--- config.mk ---
export PLATFORM = sky130hd
export DESIGN_NAME = watchdog_irq_owner_tracker
export DESIGN_NICKNAME = d
export VERILOG_FILES = /design/src/rtl/core/wdirq_pkg.sv /design/src/rtl/core/watchdog_irq_owner_tracker.sv /design/src/rtl/core/wdirq_in_stage.sv /design/src/rtl/core/wdirq_tracker.sv
export SDC_FILE = /design/constraint.sdc
export NUM_CORES = 1
export LEC_CHECK = 0
export ABC_AREA = 1
export BUFFER_PORTS_ARGS = -buffer_cell sky130_fd_sc_hd__buf_2
export CAP_MARGIN = 20
export CORE_ASPECT_RATIO = 1.4
export CORE_MARGIN = 3
export CORE_UTILIZATION = 45
export CTS_CLUSTER_SIZE = 14
export DETAILED_ROUTE_END_ITERATION = 12
export GPL_ROUTABILITY_DRIVEN = 0
export PLACE_DENSITY = 0.72
export SKIP_CTS_REPAIR_TIMING = 1
export SLEW_MARGIN = 20
export SYNTH_ARGS = -nofsm -noshare
export SYNTH_HDL_FRONTEND = slang
export SYNTH_SLANG_ARGS = --single-unit
--- constraint.sdc ---
create_clock -name clk_i -period 4.9 [get_ports clk_i]
set_input_delay 0.245 -clock clk_i [delete_from_list [all_inputs] [get_ports clk_i]]
set_output_delay 0.245 -clock clk_i [all_outputs]
set_load 0.02 [all_outputs]
--- src/rtl/core/wdirq_pkg.sv ---
// types, constants and helper functions shared by the watchdog irq owner tracker
// no dependencies
`default_nettype none

package wdirq_pkg;

  localparam int unsigned NUM_CORES = 8;
  localparam int unsigned CORE_W    = 5;
  localparam int unsigned CNT_W     = CORE_W + 1;
  localparam int unsigned AFF_W     = 64;
  localparam int unsigned IDX_W     = (NUM_CORES > 1) ? $clog2(NUM_CORES) : 1;

  localparam int unsigned IN_TDATA_W  = 72;
  localparam int unsigned IN_TUSER_W  = 2;
  localparam int unsigned OUT_TDATA_W = 80;

  typedef enum logic [1:0] {
    OP_WAKEUP  = 2'd0,
    OP_HOTPLUG = 2'd1,
    OP_SUSPEND = 2'd2,
    OP_NOP     = 2'd3
  } op_e;

  typedef enum logic [1:0] {
    ERR_NONE        = 2'd0,
    ERR_NO_IRQ_CORE = 2'd1,
    ERR_NO_AFFINITY = 2'd2
  } err_e;

  typedef struct packed {
    op_e               op;
    logic [CORE_W-1:0] core;
    logic [AFF_W-1:0]  aff;
  } event_t;

  typedef struct packed {
    logic              route_changed;
    logic [CORE_W-1:0] target_core;
    logic [AFF_W-1:0]  target_affinity;
    logic              owner_valid;
    err_e              error;
  } result_t;

  // priority encoder, lowest set bit wins; zero when mask is empty
  function automatic logic [IDX_W-1:0] lowest_bit(input logic [NUM_CORES-1:0] m);
    logic [IDX_W-1:0] r;
    r = '0;
    for (int i = NUM_CORES - 1; i >= 0; i--) begin
      if (m[i]) begin
        r = IDX_W'(i);
      end
    end
    return r;
  endfunction

  function automatic logic several_bits(input logic [NUM_CORES-1:0] m);
    return (m & (m - 1'b1)) != '0;
  endfunction

endpackage

`default_nettype wire

--- src/rtl/core/watchdog_irq_owner_tracker.sv ---
// watchdog irq owner tracker top level; depends on wdirq_pkg, wdirq_in_stage, wdirq_tracker
// an accepted event is held in the wdirq_in_stage input register, then registered as a result
// in wdirq_tracker, from where it leaves when the output takes it
// throughput: one event per cycle; while the output stalls the input register holds one
// more word, then s_axis_tready_o drops until the result word is taken
// reset clears masks, owner and affinity-known bits; the affinity table is not reset
`default_nettype none

module watchdog_irq_owner_tracker (
  input  wire logic                                  clk_i,
  input  wire logic                                  rst_ni,
  input  wire logic                                  s_axis_tvalid_i,
  output logic                                       s_axis_tready_o,
  // core [4:0], core_affinity [68:5], zero fill above
  input  wire logic [wdirq_pkg::IN_TDATA_W-1:0]      s_axis_tdata_i,
  // operation [1:0]
  input  wire logic [wdirq_pkg::IN_TUSER_W-1:0]      s_axis_tuser_i,
  output logic                                       m_axis_tvalid_o,
  input  wire logic                                  m_axis_tready_i,
  // route_changed [0], target_core [5:1], target_affinity [69:6],
  // owner_valid [70], error [72:71], zero fill above
  output logic [wdirq_pkg::OUT_TDATA_W-1:0]          m_axis_tdata_o
);
  import wdirq_pkg::*;

  event_t  in_evt;
  event_t  evt;
  logic    evt_valid;
  logic    evt_take;
  result_t res;

  assign in_evt.op   = op_e'(s_axis_tuser_i);
  assign in_evt.core = s_axis_tdata_i[CORE_W-1:0];
  assign in_evt.aff  = s_axis_tdata_i[CORE_W+AFF_W-1:CORE_W];

  wdirq_in_stage u_in_stage (
    .clk_i   (clk_i),
    .rst_ni  (rst_ni),
    .valid_i (s_axis_tvalid_i),
    .ready_o (s_axis_tready_o),
    .evt_i   (in_evt),
    .valid_o (evt_valid),
    .take_i  (evt_take),
    .evt_o   (evt)
  );

  wdirq_tracker u_tracker (
    .clk_i       (clk_i),
    .rst_ni      (rst_ni),
    .evt_valid_i (evt_valid),
    .evt_i       (evt),
    .evt_take_o  (evt_take),
    .res_valid_o (m_axis_tvalid_o),
    .res_ready_i (m_axis_tready_i),
    .res_o       (res)
  );

  assign m_axis_tdata_o = {7'd0, res.error, res.owner_valid, res.target_affinity,
                           res.target_core, res.route_changed};

endmodule

`default_nettype wire

--- src/rtl/core/wdirq_in_stage.sv ---
// input register for power events, accepts a new word whenever it is empty
// or being drained in the same cycle; depends on wdirq_pkg
`default_nettype none

module wdirq_in_stage (
  input  wire logic            clk_i,
  input  wire logic            rst_ni,
  input  wire logic            valid_i,
  output logic                 ready_o,
  input  wire wdirq_pkg::event_t evt_i,
  output logic                 valid_o,
  input  wire logic            take_i,
  output wdirq_pkg::event_t    evt_o
);
  import wdirq_pkg::*;

  logic   valid_q, valid_d;
  event_t evt_q, evt_d;

  assign ready_o = !valid_q || take_i;

  always_comb begin
    valid_d = valid_q;
    evt_d   = evt_q;
    if (ready_o) begin
      valid_d = valid_i;
      if (valid_i) begin
        evt_d = evt_i;
      end
    end
  end

  always_ff @(posedge clk_i or negedge rst_ni) begin
    if (!rst_ni) begin
      valid_q <= 1'b0;
    end else begin
      valid_q <= valid_d;
    end
  end

  always_ff @(posedge clk_i) begin
    evt_q <= evt_d;
  end

  assign valid_o = valid_q;
  assign evt_o   = evt_q;

endmodule

`default_nettype wire

--- src/rtl/core/wdirq_tracker.sv ---
// owner tracking state, next-state logic and result register
// depends on wdirq_pkg
`default_nettype none

module wdirq_tracker (
  input  wire logic              clk_i,
  input  wire logic              rst_ni,
  input  wire logic              evt_valid_i,
  input  wire wdirq_pkg::event_t evt_i,
  output logic                   evt_take_o,
  output logic                   res_valid_o,
  input  wire logic              res_ready_i,
  output wdirq_pkg::result_t     res_o
);
  import wdirq_pkg::*;

  logic [NUM_CORES-1:0] online_q, online_d;
  logic [NUM_CORES-1:0] irq_q, irq_d;
  logic [NUM_CORES-1:0] known_q, known_d;
  logic [CORE_W-1:0]    owner_q, owner_d;
  logic                 present_q, present_d;
  logic [AFF_W-1:0]     owner_aff_q, owner_aff_d;
  logic [AFF_W-1:0]     aff_tbl_q [NUM_CORES];

  logic                 res_valid_q, res_valid_d;
  result_t              res_q, res_d;

  logic                 advance;
  logic                 in_range;
  logic [IDX_W-1:0]     idx;
  logic [NUM_CORES-1:0] bit_oh;
  logic                 is_owner;
  logic                 have_tgt;
  logic [IDX_W-1:0]     tgt;
  err_e                 err;
  logic                 changed;
  logic                 tbl_wr;

  assign advance    = evt_valid_i && (!res_valid_q || res_ready_i);
  assign evt_take_o = advance;

  always_comb begin
    in_range  = {1'b0, evt_i.core} < CNT_W'(NUM_CORES);
    idx       = evt_i.core[IDX_W-1:0];
    bit_oh    = '0;
    bit_oh[idx] = 1'b1;
    is_owner  = present_q && (owner_q == evt_i.core);

    online_d    = online_q;
    irq_d       = irq_q;
    known_d     = known_q;
    owner_d     = owner_q;
    present_d   = present_q;
    owner_aff_d = owner_aff_q;
    have_tgt    = 1'b0;
    tgt         = '0;
    err         = ERR_NONE;
    changed     = 1'b0;
    tbl_wr      = 1'b0;

    if (in_range) begin
      tbl_wr  = !known_q[idx];
      known_d = known_q | bit_oh;

      case (evt_i.op)
        OP_WAKEUP: begin
          irq_d    = irq_q | bit_oh;
          online_d = online_q | bit_oh;
          if (!present_q || !online_d[owner_q[IDX_W-1:0]]) begin
            have_tgt = 1'b1;
            tgt      = idx;
          end
        end
        OP_HOTPLUG: begin
          irq_d    = irq_q & ~bit_oh;
          online_d = online_q & ~bit_oh;
          if (is_owner) begin
            if (several_bits(online_q)) begin
              have_tgt = 1'b1;
              tgt      = lowest_bit(online_d);
            end else if (irq_d == '0) begin
              err = ERR_NO_IRQ_CORE;
            end else begin
              have_tgt = 1'b1;
              tgt      = lowest_bit(irq_d);
            end
          end
        end
        OP_SUSPEND: begin
          online_d = online_q & ~bit_oh;
          if (is_owner && several_bits(online_q)) begin
            have_tgt = 1'b1;
            tgt      = lowest_bit(online_d);
          end
        end
        default: begin
        end
      endcase

      if (have_tgt) begin
        if (!known_d[tgt]) begin
          err = ERR_NO_AFFINITY;
        end else begin
          owner_d   = CORE_W'(tgt);
          present_d = 1'b1;
          changed   = 1'b1;
          // the target may be the core whose affinity is captured right now
          owner_aff_d = (tgt == idx && tbl_wr) ? evt_i.aff : aff_tbl_q[tgt];
        end
      end
    end

    res_d.route_changed   = changed;
    res_d.target_core     = present_d ? owner_d : '0;
    res_d.target_affinity = present_d ? owner_aff_d : '0;
    res_d.owner_valid     = present_d;
    res_d.error           = err;

    res_valid_d = res_valid_q;
    if (advance) begin
      res_valid_d = 1'b1;
    end else if (res_ready_i) begin
      res_valid_d = 1'b0;
    end
  end

  always_ff @(posedge clk_i or negedge rst_ni) begin
    if (!rst_ni) begin
      online_q    <= '0;
      irq_q       <= '0;
      known_q     <= '0;
      owner_q     <= '0;
      present_q   <= 1'b0;
      res_valid_q <= 1'b0;
    end else begin
      res_valid_q <= res_valid_d;
      if (advance) begin
        online_q  <= online_d;
        irq_q     <= irq_d;
        known_q   <= known_d;
        owner_q   <= owner_d;
        present_q <= present_d;
      end
    end
  end

  always_ff @(posedge clk_i) begin
    if (advance) begin
      owner_aff_q <= owner_aff_d;
      res_q       <= res_d;
      if (tbl_wr) begin
        aff_tbl_q[idx] <= evt_i.aff;
      end
    end
  end

  assign res_valid_o = res_valid_q;
  assign res_o       = res_q;

endmodule

`default_nettype wire

==> results of run 1 <==
power by group:
group,switching [mW],internal (mW),total (mW),leakage (nW)
Combinational,1.73,0.730,2.46,7.59
Clock,2.28,2.95,5.24,1.07
Sequential,0.216,7.49,7.71,6.97
Total,4.23,11.2,15.4,15.6
worst min-delay path by stage:
stage                      start         to  slack [ps]  cells after the start
after floorplan           rst_ni  async pin         -50                      0
after global placement    rst_ni  async pin         340                      1
after detailed placement  rst_ni  async pin         360                      1
after CTS                 rst_ni  async pin        -300                      1
after global routing      rst_ni  async pin         310                      2
final                     rst_ni  async pin         260                      2
through the flow:
| step | area [µm²] | power, mW | setup slack [ps] |
|---|---|---|---|
| 2_1_floorplan | 33040 | 9.480 | 507.7 |
| 3_5_place_dp | 34730 | 10.25 | 563.5 |
| 5_1_grt | 37670 | 16.10 | 147.1 |
| 6_report | 37670 | 15.41 | 498.8 |
| 3_3_place_gp | 34730 | 10.20 | 609.5 |
| 4_1_cts | 36920 | 15.46 | 534.6 |
cells by family after synthesis:
logic type                 count (synthesis)
adders and majority gates                  4
buffers and inverters                    761
other                                      1
AOI/OAI and AO/OA                        120
xor gates and xnor gates                   2
DFF                                      752
and+or+nand+nor                         1416
sequential cells by signal (all words and copies together) (netlist names), named ones only:
name / flops
u_tracker.res_o: 73
u_tracker.owner_aff_q: 64
u_tracker.res_valid_o: 1
u_tracker.owner_q: 5
u_in_stage.evt_o: 71
u_tracker.known_q: 8
u_tracker.present_q: 1
u_in_stage.valid_o: 1
u_tracker.aff_tbl_q: 512
routing by layer:
layer | wire, µm | part of all wire (%) | vias to the layer above | global-route usage (%)
met5 | 0 | 0 | - | 0
met1 | 32060 | 41 | 10755 | 25.89
met4 | 2622 | 3.3 | 0 | 9.188
met2 | 38850 | 49 | 817 | 34.01
met3 | 5110 | 6.5 | 170 | 2.618
li1 | - | - | 10572 | -
worst max-delay path, cell delays in order, from the launching register on:
cell and delay [ps]:
edfxtp_1 550, inv_2 190, nand3_2 170, nand2_1 170, nand2_1 70, nand2_1 50, nand2_1 50, nand2_1 50
nand2_1 50, nand2_1 60, nand2_1 90, nand3_4 140, buf_4 590, buf_4 880, nand3b_1 150, nand3_1 140
nand3_1 90, nand3_1 130, nand2_1 120, o21ai_1 210, nor2_1 70
cell usage in the layout, fill, tap and decap left out, types with 32 or more instances in the layout:
cell type,netlist,routed
dfrtp_1,32,32
nand2_1,428,425
clkbuf_16,0,75
dlygate4sd3_1,0,75
nor2_1,93,85
nand3b_1,131,131
nand3_1,744,743
buf_2,84,149
o21ai_1,67,67
edfxtp_1,720,720
inv_1,562,558
final cells by class:
class	instances	share of cell area, %
well taps	944	3.136
flip-flops and latches	752	59.53
clock inverters	37	0.6777
inverters	572	5.763
repair buffers	267	5.461
multi-input cells	1549	20.30
clock buffers	90	5.132
==> impl_metrics.yaml, run 1 <==
logic_synthesis:
  ys_ff_latch: 752
  synth_simple_gate_area_share_pct: 20.67
  synth_top_cell_area_share_pct: 65.48
  yosys-top-cells-area: "edfxtp_1 (65%), nand3_1 (11%), inv_1 (6.4%)"
  synth-main-ff-cell: "edfxtp_1"
  yosys-top-cells-count: "nand3_1 (744), edfxtp_1 (720), inv_1 (562)"
  ys_seq_area_share_pct: 67.90
  synth_xor_area_share_pct: 0.05305
  yosysWarnings: 0
  syn_avg_cell_area_um2: 10.80
  synth_top_family_by_area: "simple AND/OR/NAND/NOR gates"
  yosys.cell_count.top_type: "nand3_1"
  muxShareOfSynthArea_pct: 0
  syn_area_um2: 33020
  yosysTopAreaCell: "edfxtp_1"
  synth_cell_types: 33
  synth_cells: 3056
  synthArstFlopShare_pct: 4.255
  synth_compound_area_share_pct: 1.910
  synthAdderAreaFrac_pct: 0.1516
  synth_edf_count: 720
timing:
  setup_viol: 0
  skew_ps: 15.40
  max_freq_mhz: 227.2
  fin_crit_ps: 4401
  maxSlewHeadroom_pct: 23.48
  grt_setup_unrepaired: "false"
  post-route-period-util_pct: 89.82
  slew_viol_final: 0
  hold_viol_final: 0
  finalSetupTns_ps: 0
  worstMarginPinSlew_ps: 1148
  hold_ws_ps: 264.2
critical_path:
  crit_end: "u_tracker.res_o[29]"
  cp_data_arrival_time_ps: 4750
  crit_path_start_kind: "flop"
  reg2regPathDepth: 20
  startpoint: "u_in_stage.evt_o[65]"
  crit_required_ps: 5240
  r2r_start: "u_in_stage.evt_o[65]"
  rrSetupSlack_ps: 500
  path_max_fanout: 74
  crit_type: "flop to flop"
  reg2reg_to: "u_tracker.res_o[29]"
  end_kind: "flop"
floorplan:
  die-width_um: 234.9
  initial_utilization_pct: 45.77
  dieArea_um2: 76710
  core-area_um2: 72130
  num_rows: 116
  ios: 160
  die_h_um: 326.5
route:
  via_count: 22314
  postRouteAntennaNets: 0
  first_pass_iters: 6
  wl_um: 78650
  drt_iter0_drc: 2128
  viasPerCell: 5.299
  drc: 0
  avgRoutedWirePerCell_um: 18.68
power:
  peakVddDrop_mv: 0.2631
  p_per_area_nw_per_um2: 409.1
  power.leakage_nw: 15.64
final_layout:
  finalNonFillerCells: 4211
  multi_input_area_um2: 7647
  drive_gt1_share_pct: 9.979
  final_util_pct: 52.22
  diodes: 0
  regArea_um2: 22420
  nFillCells: 6079
  area_growth_syn_to_layout_pct: 14.07
  final_nets: 3296
clock_tree:
  clkTransAtPathRegs_ps: 60
  cts-htree-levels: 3
  cts.sinks: 752
  root_buffer: "clkbuf_16"
  cts_tree: "built"
  worstSkewPairLatency_ps: 610
  cts.path.max_buffers: 3
  numCtsBuffers: 72
grt:
  track_usage_pct: 20.09
  antenna_found_initial: 0
  grt_overflow: 0
  grt_pass1_wl_um: 121000
  grt_max_degree: 197
  grt_pass1_vias: 21720
placement:
  hpwlAfterDp_um: 41500
  dp_cells: 4009
  io_buffers: 149
min_path:
  hold_class: "primary input to async pin"
job:
  maxCapViolations: 0
run_status:
  status: "complete, no violations"
Power figures use the tool's default switching activity.
==> inputs of run 2 (changes only) <==
ABC_AREA = default   (was 1)
RECOVER_POWER = 25   (was default)
==> run 2 against run 1 <==
Compared with the run above:
- design area fell by 2.8%
- wire length up 1.5%
- sequential cell count is the same
- first-iteration DRC count is 6.2% higher
- combinational power fell by 28%
- fmax decreased by 3.9%
- largest power group unchanged
- utilization shrank 0.17 points
- critical endpoint is now u_tracker.owner_aff_q[24]
- via count fell by 6.8%
- clock power is essentially flat
- hold slack worse by 11 ps
- sequential share of layout area grew 1.7 points
==> impl_metrics.yaml, run 2 <==
timing:
  slew_viol_final: 0
  setup_viol: 0
  max_freq_mhz: 218.4
  post-route-period-util_pct: 93.43
  fin_crit_ps: 4578
  skew_ps: 24.09
  hold_viol_final: 0
  maxSlewHeadroom_pct: 26.67
  worstMarginPinSlew_ps: 1100
  grt_setup_unrepaired: "false"
  finalSetupTns_ps: 0
critical_path:
  crit_path_start_kind: "flop"
  end_kind: "flop"
  path_max_fanout: 36
  cp_data_arrival_time_ps: 5010
  crit_type: "flop to flop"
  reg2regPathDepth: 12
  crit_required_ps: 5330
clock_tree:
  cts.sinks: 752
  numCtsBuffers: 72
  cts-htree-levels: 3
  cts_tree: "built"
  worstSkewPairLatency_ps: 620
  clkTransAtPathRegs_ps: 70
  cts.path.max_buffers: 3
  root_buffer: "clkbuf_16"
route:
  wl_met1_um: 32140
  avgRoutedWirePerCell_um: 23.09
  viasPerCell: 6.020
  drc: 0
  routed-wl-met3_um: 5935
  drt_iter0_drc: 2259
  wl_um: 79800
  via_count: 20806
  top_layer: "met4"
  dr_wl_met2_um: 39140
  first_pass_iters: 5
  postRouteAntennaNets: 0
grt:
  grt_pass1_vias: 20597
  grt_pass1_wl_um: 120700
  track_usage_pct: 20.88
  grt_max_degree: 129
  grt_overflow: 0
  antenna_found_initial: 0
final_layout:
  largest_reg_flops: 512
  design_area_um2: 36620
  area_growth_syn_to_layout_pct: 14.63
  final_common_cell: "edfxtp_1"
  final_nets: 2549
  drive_gt1_share_pct: 12.39
  final_util_pct: 52.05
  mostFrequentLayoutCells: "edfxtp_1 (720), nor2_1 (275), mux2i_1 (137)"
  finalNonFillerCells: 3456
  top_register: "u_tracker.aff_tbl_q"
logic_synthesis:
  synthArstFlopShare_pct: 4.255
  syn_avg_cell_area_um2: 13.81
  syn_area_um2: 31950
  yosysWarnings: 0
  synth_cell_types: 62
  synth-main-ff-cell: "edfxtp_1"
  ys_ff_latch: 752
  yosys-top-cells-area: "edfxtp_1 (68%), mux2i_1 (4.3%), nor2_1 (3.3%)"
  synth_cells: 2314
  yosysTopAreaCell: "edfxtp_1"
  synth_top_cell_area_share_pct: 67.67
  synth_edf_count: 720
  yosys-top-cells-count: "edfxtp_1 (720), nor2_1 (283), clkbuf_1 (153)"
  yosys.cell_count.top_type: "edfxtp_1"
  ys_seq_area_share_pct: 70.18
floorplan:
  dieArea_um2: 74280
  num_rows: 115
  ios: 160
  core-area_um2: 70360
  initial_utilization_pct: 45.41
  die_h_um: 321.3
  die-width_um: 231.2
power:
  p_per_area_nw_per_um2: 400.1
  p_total_mw: 14.65
  peakVddDrop_mv: 0.2229
  power.leakage_nw: 12.66
min_path:
  hold_class: "primary input to async pin"
run_status:
  status: "complete, no violations"
placement:
  place_area_um2: 33710
  dp_cells: 3253
  hpwlAfterDp_um: 42720
  io_buffers: 149
job:
  maxCapViolations: 0
-- run 2: cell count changes after synthesis, sizes merged, moves of 127 or more --
cell,before,now
a211oi,0,134
a22oi,0,127
and3,0,130
inv,571,77
mux2i,0,137
nand2,432,99
nand3,751,69
nand3b,131,1
nor2,95,283
-- run 2: path summary, 6_finish.rpt --
check	from	endpoint	slack (ps)
worst max-delay path	u_in_stage.evt_o[64]	u_tracker.owner_aff_q[24]	320
worst min-delay path	rst_ni	async pin	250
worst max register to register	u_in_stage.evt_o[64]	u_tracker.owner_aff_q[24]	320
worst min register to register	u_tracker.known_q[1]	u_tracker.known_q[1]	510
max in group asynchronous	rst_ni	u_tracker.present_q	4050
min in group clk_i	s_axis_tdata_i[39]	u_in_stage.evt_o[34]	330
-- run 2: layout make-up --
cell class                 count  area, µm²
fill                        5657      33740
sequential                   752      22430
multi-input combinational   1292       8566
timing repair buffer         272       2008
clock buffer                  92       1898
tap                          936       1171
inverter                      77      295.3
clock inverter                34      257.7
antenna                        1      2.502
-- run 2: stage by stage --
step	hold WS, ps	setup slack, ps
3_3_place_gp	348.3	478.4
4_1_cts	-289.3	377.1
2_1_floorplan	-50.59	169.3
5_1_grt	330.0	162.7
3_5_place_dp	370.0	459.6
6_report	252.7	321.9
-- run 2: kinds of logic (layout without fill, tap and decap cells) --
family	after synthesis	count (layout)	share of synthesized area, %
buffers and inverters	276	475	3.611
and+or+nand+nor	640	640	9.340
xor gates and xnor gates	5	5	0.1371
muxes	145	145	4.715
adders and majority gates	5	5	0.1880
DFF	752	752	70.18
AOI/OAI and AO/OA	490	490	11.82
other	1	8	0.01174
-- run 2: power by group --
group	switching [mW]	internal [mW]	total [mW]
Combinational	1.13	0.645	1.77
Sequential	0.265	7.38	7.65
Clock	2.33	2.90	5.24
Total	3.72	10.9	14.7
-- run 2: per-layer routing --
metal	up-vias	track usage, %
li1	9198	-
met1	10459	27.97
met3	174	2.782
met2	975	34.55
met5	-	0
met4	0	8.724
-- run 2: worst max-delay path, cell delays in order, from the launching register on --
cell	delay, ps
edfxtp_1	780
buf_4	300
mux2i_1	190
a21oi_1	90
o21ai_0	300
or4b_2	690
and3_1	240
or3_4	380
a211o_1	330
a31oi_4	290
buf_12	210
buf_12	250
mux2i_1	260
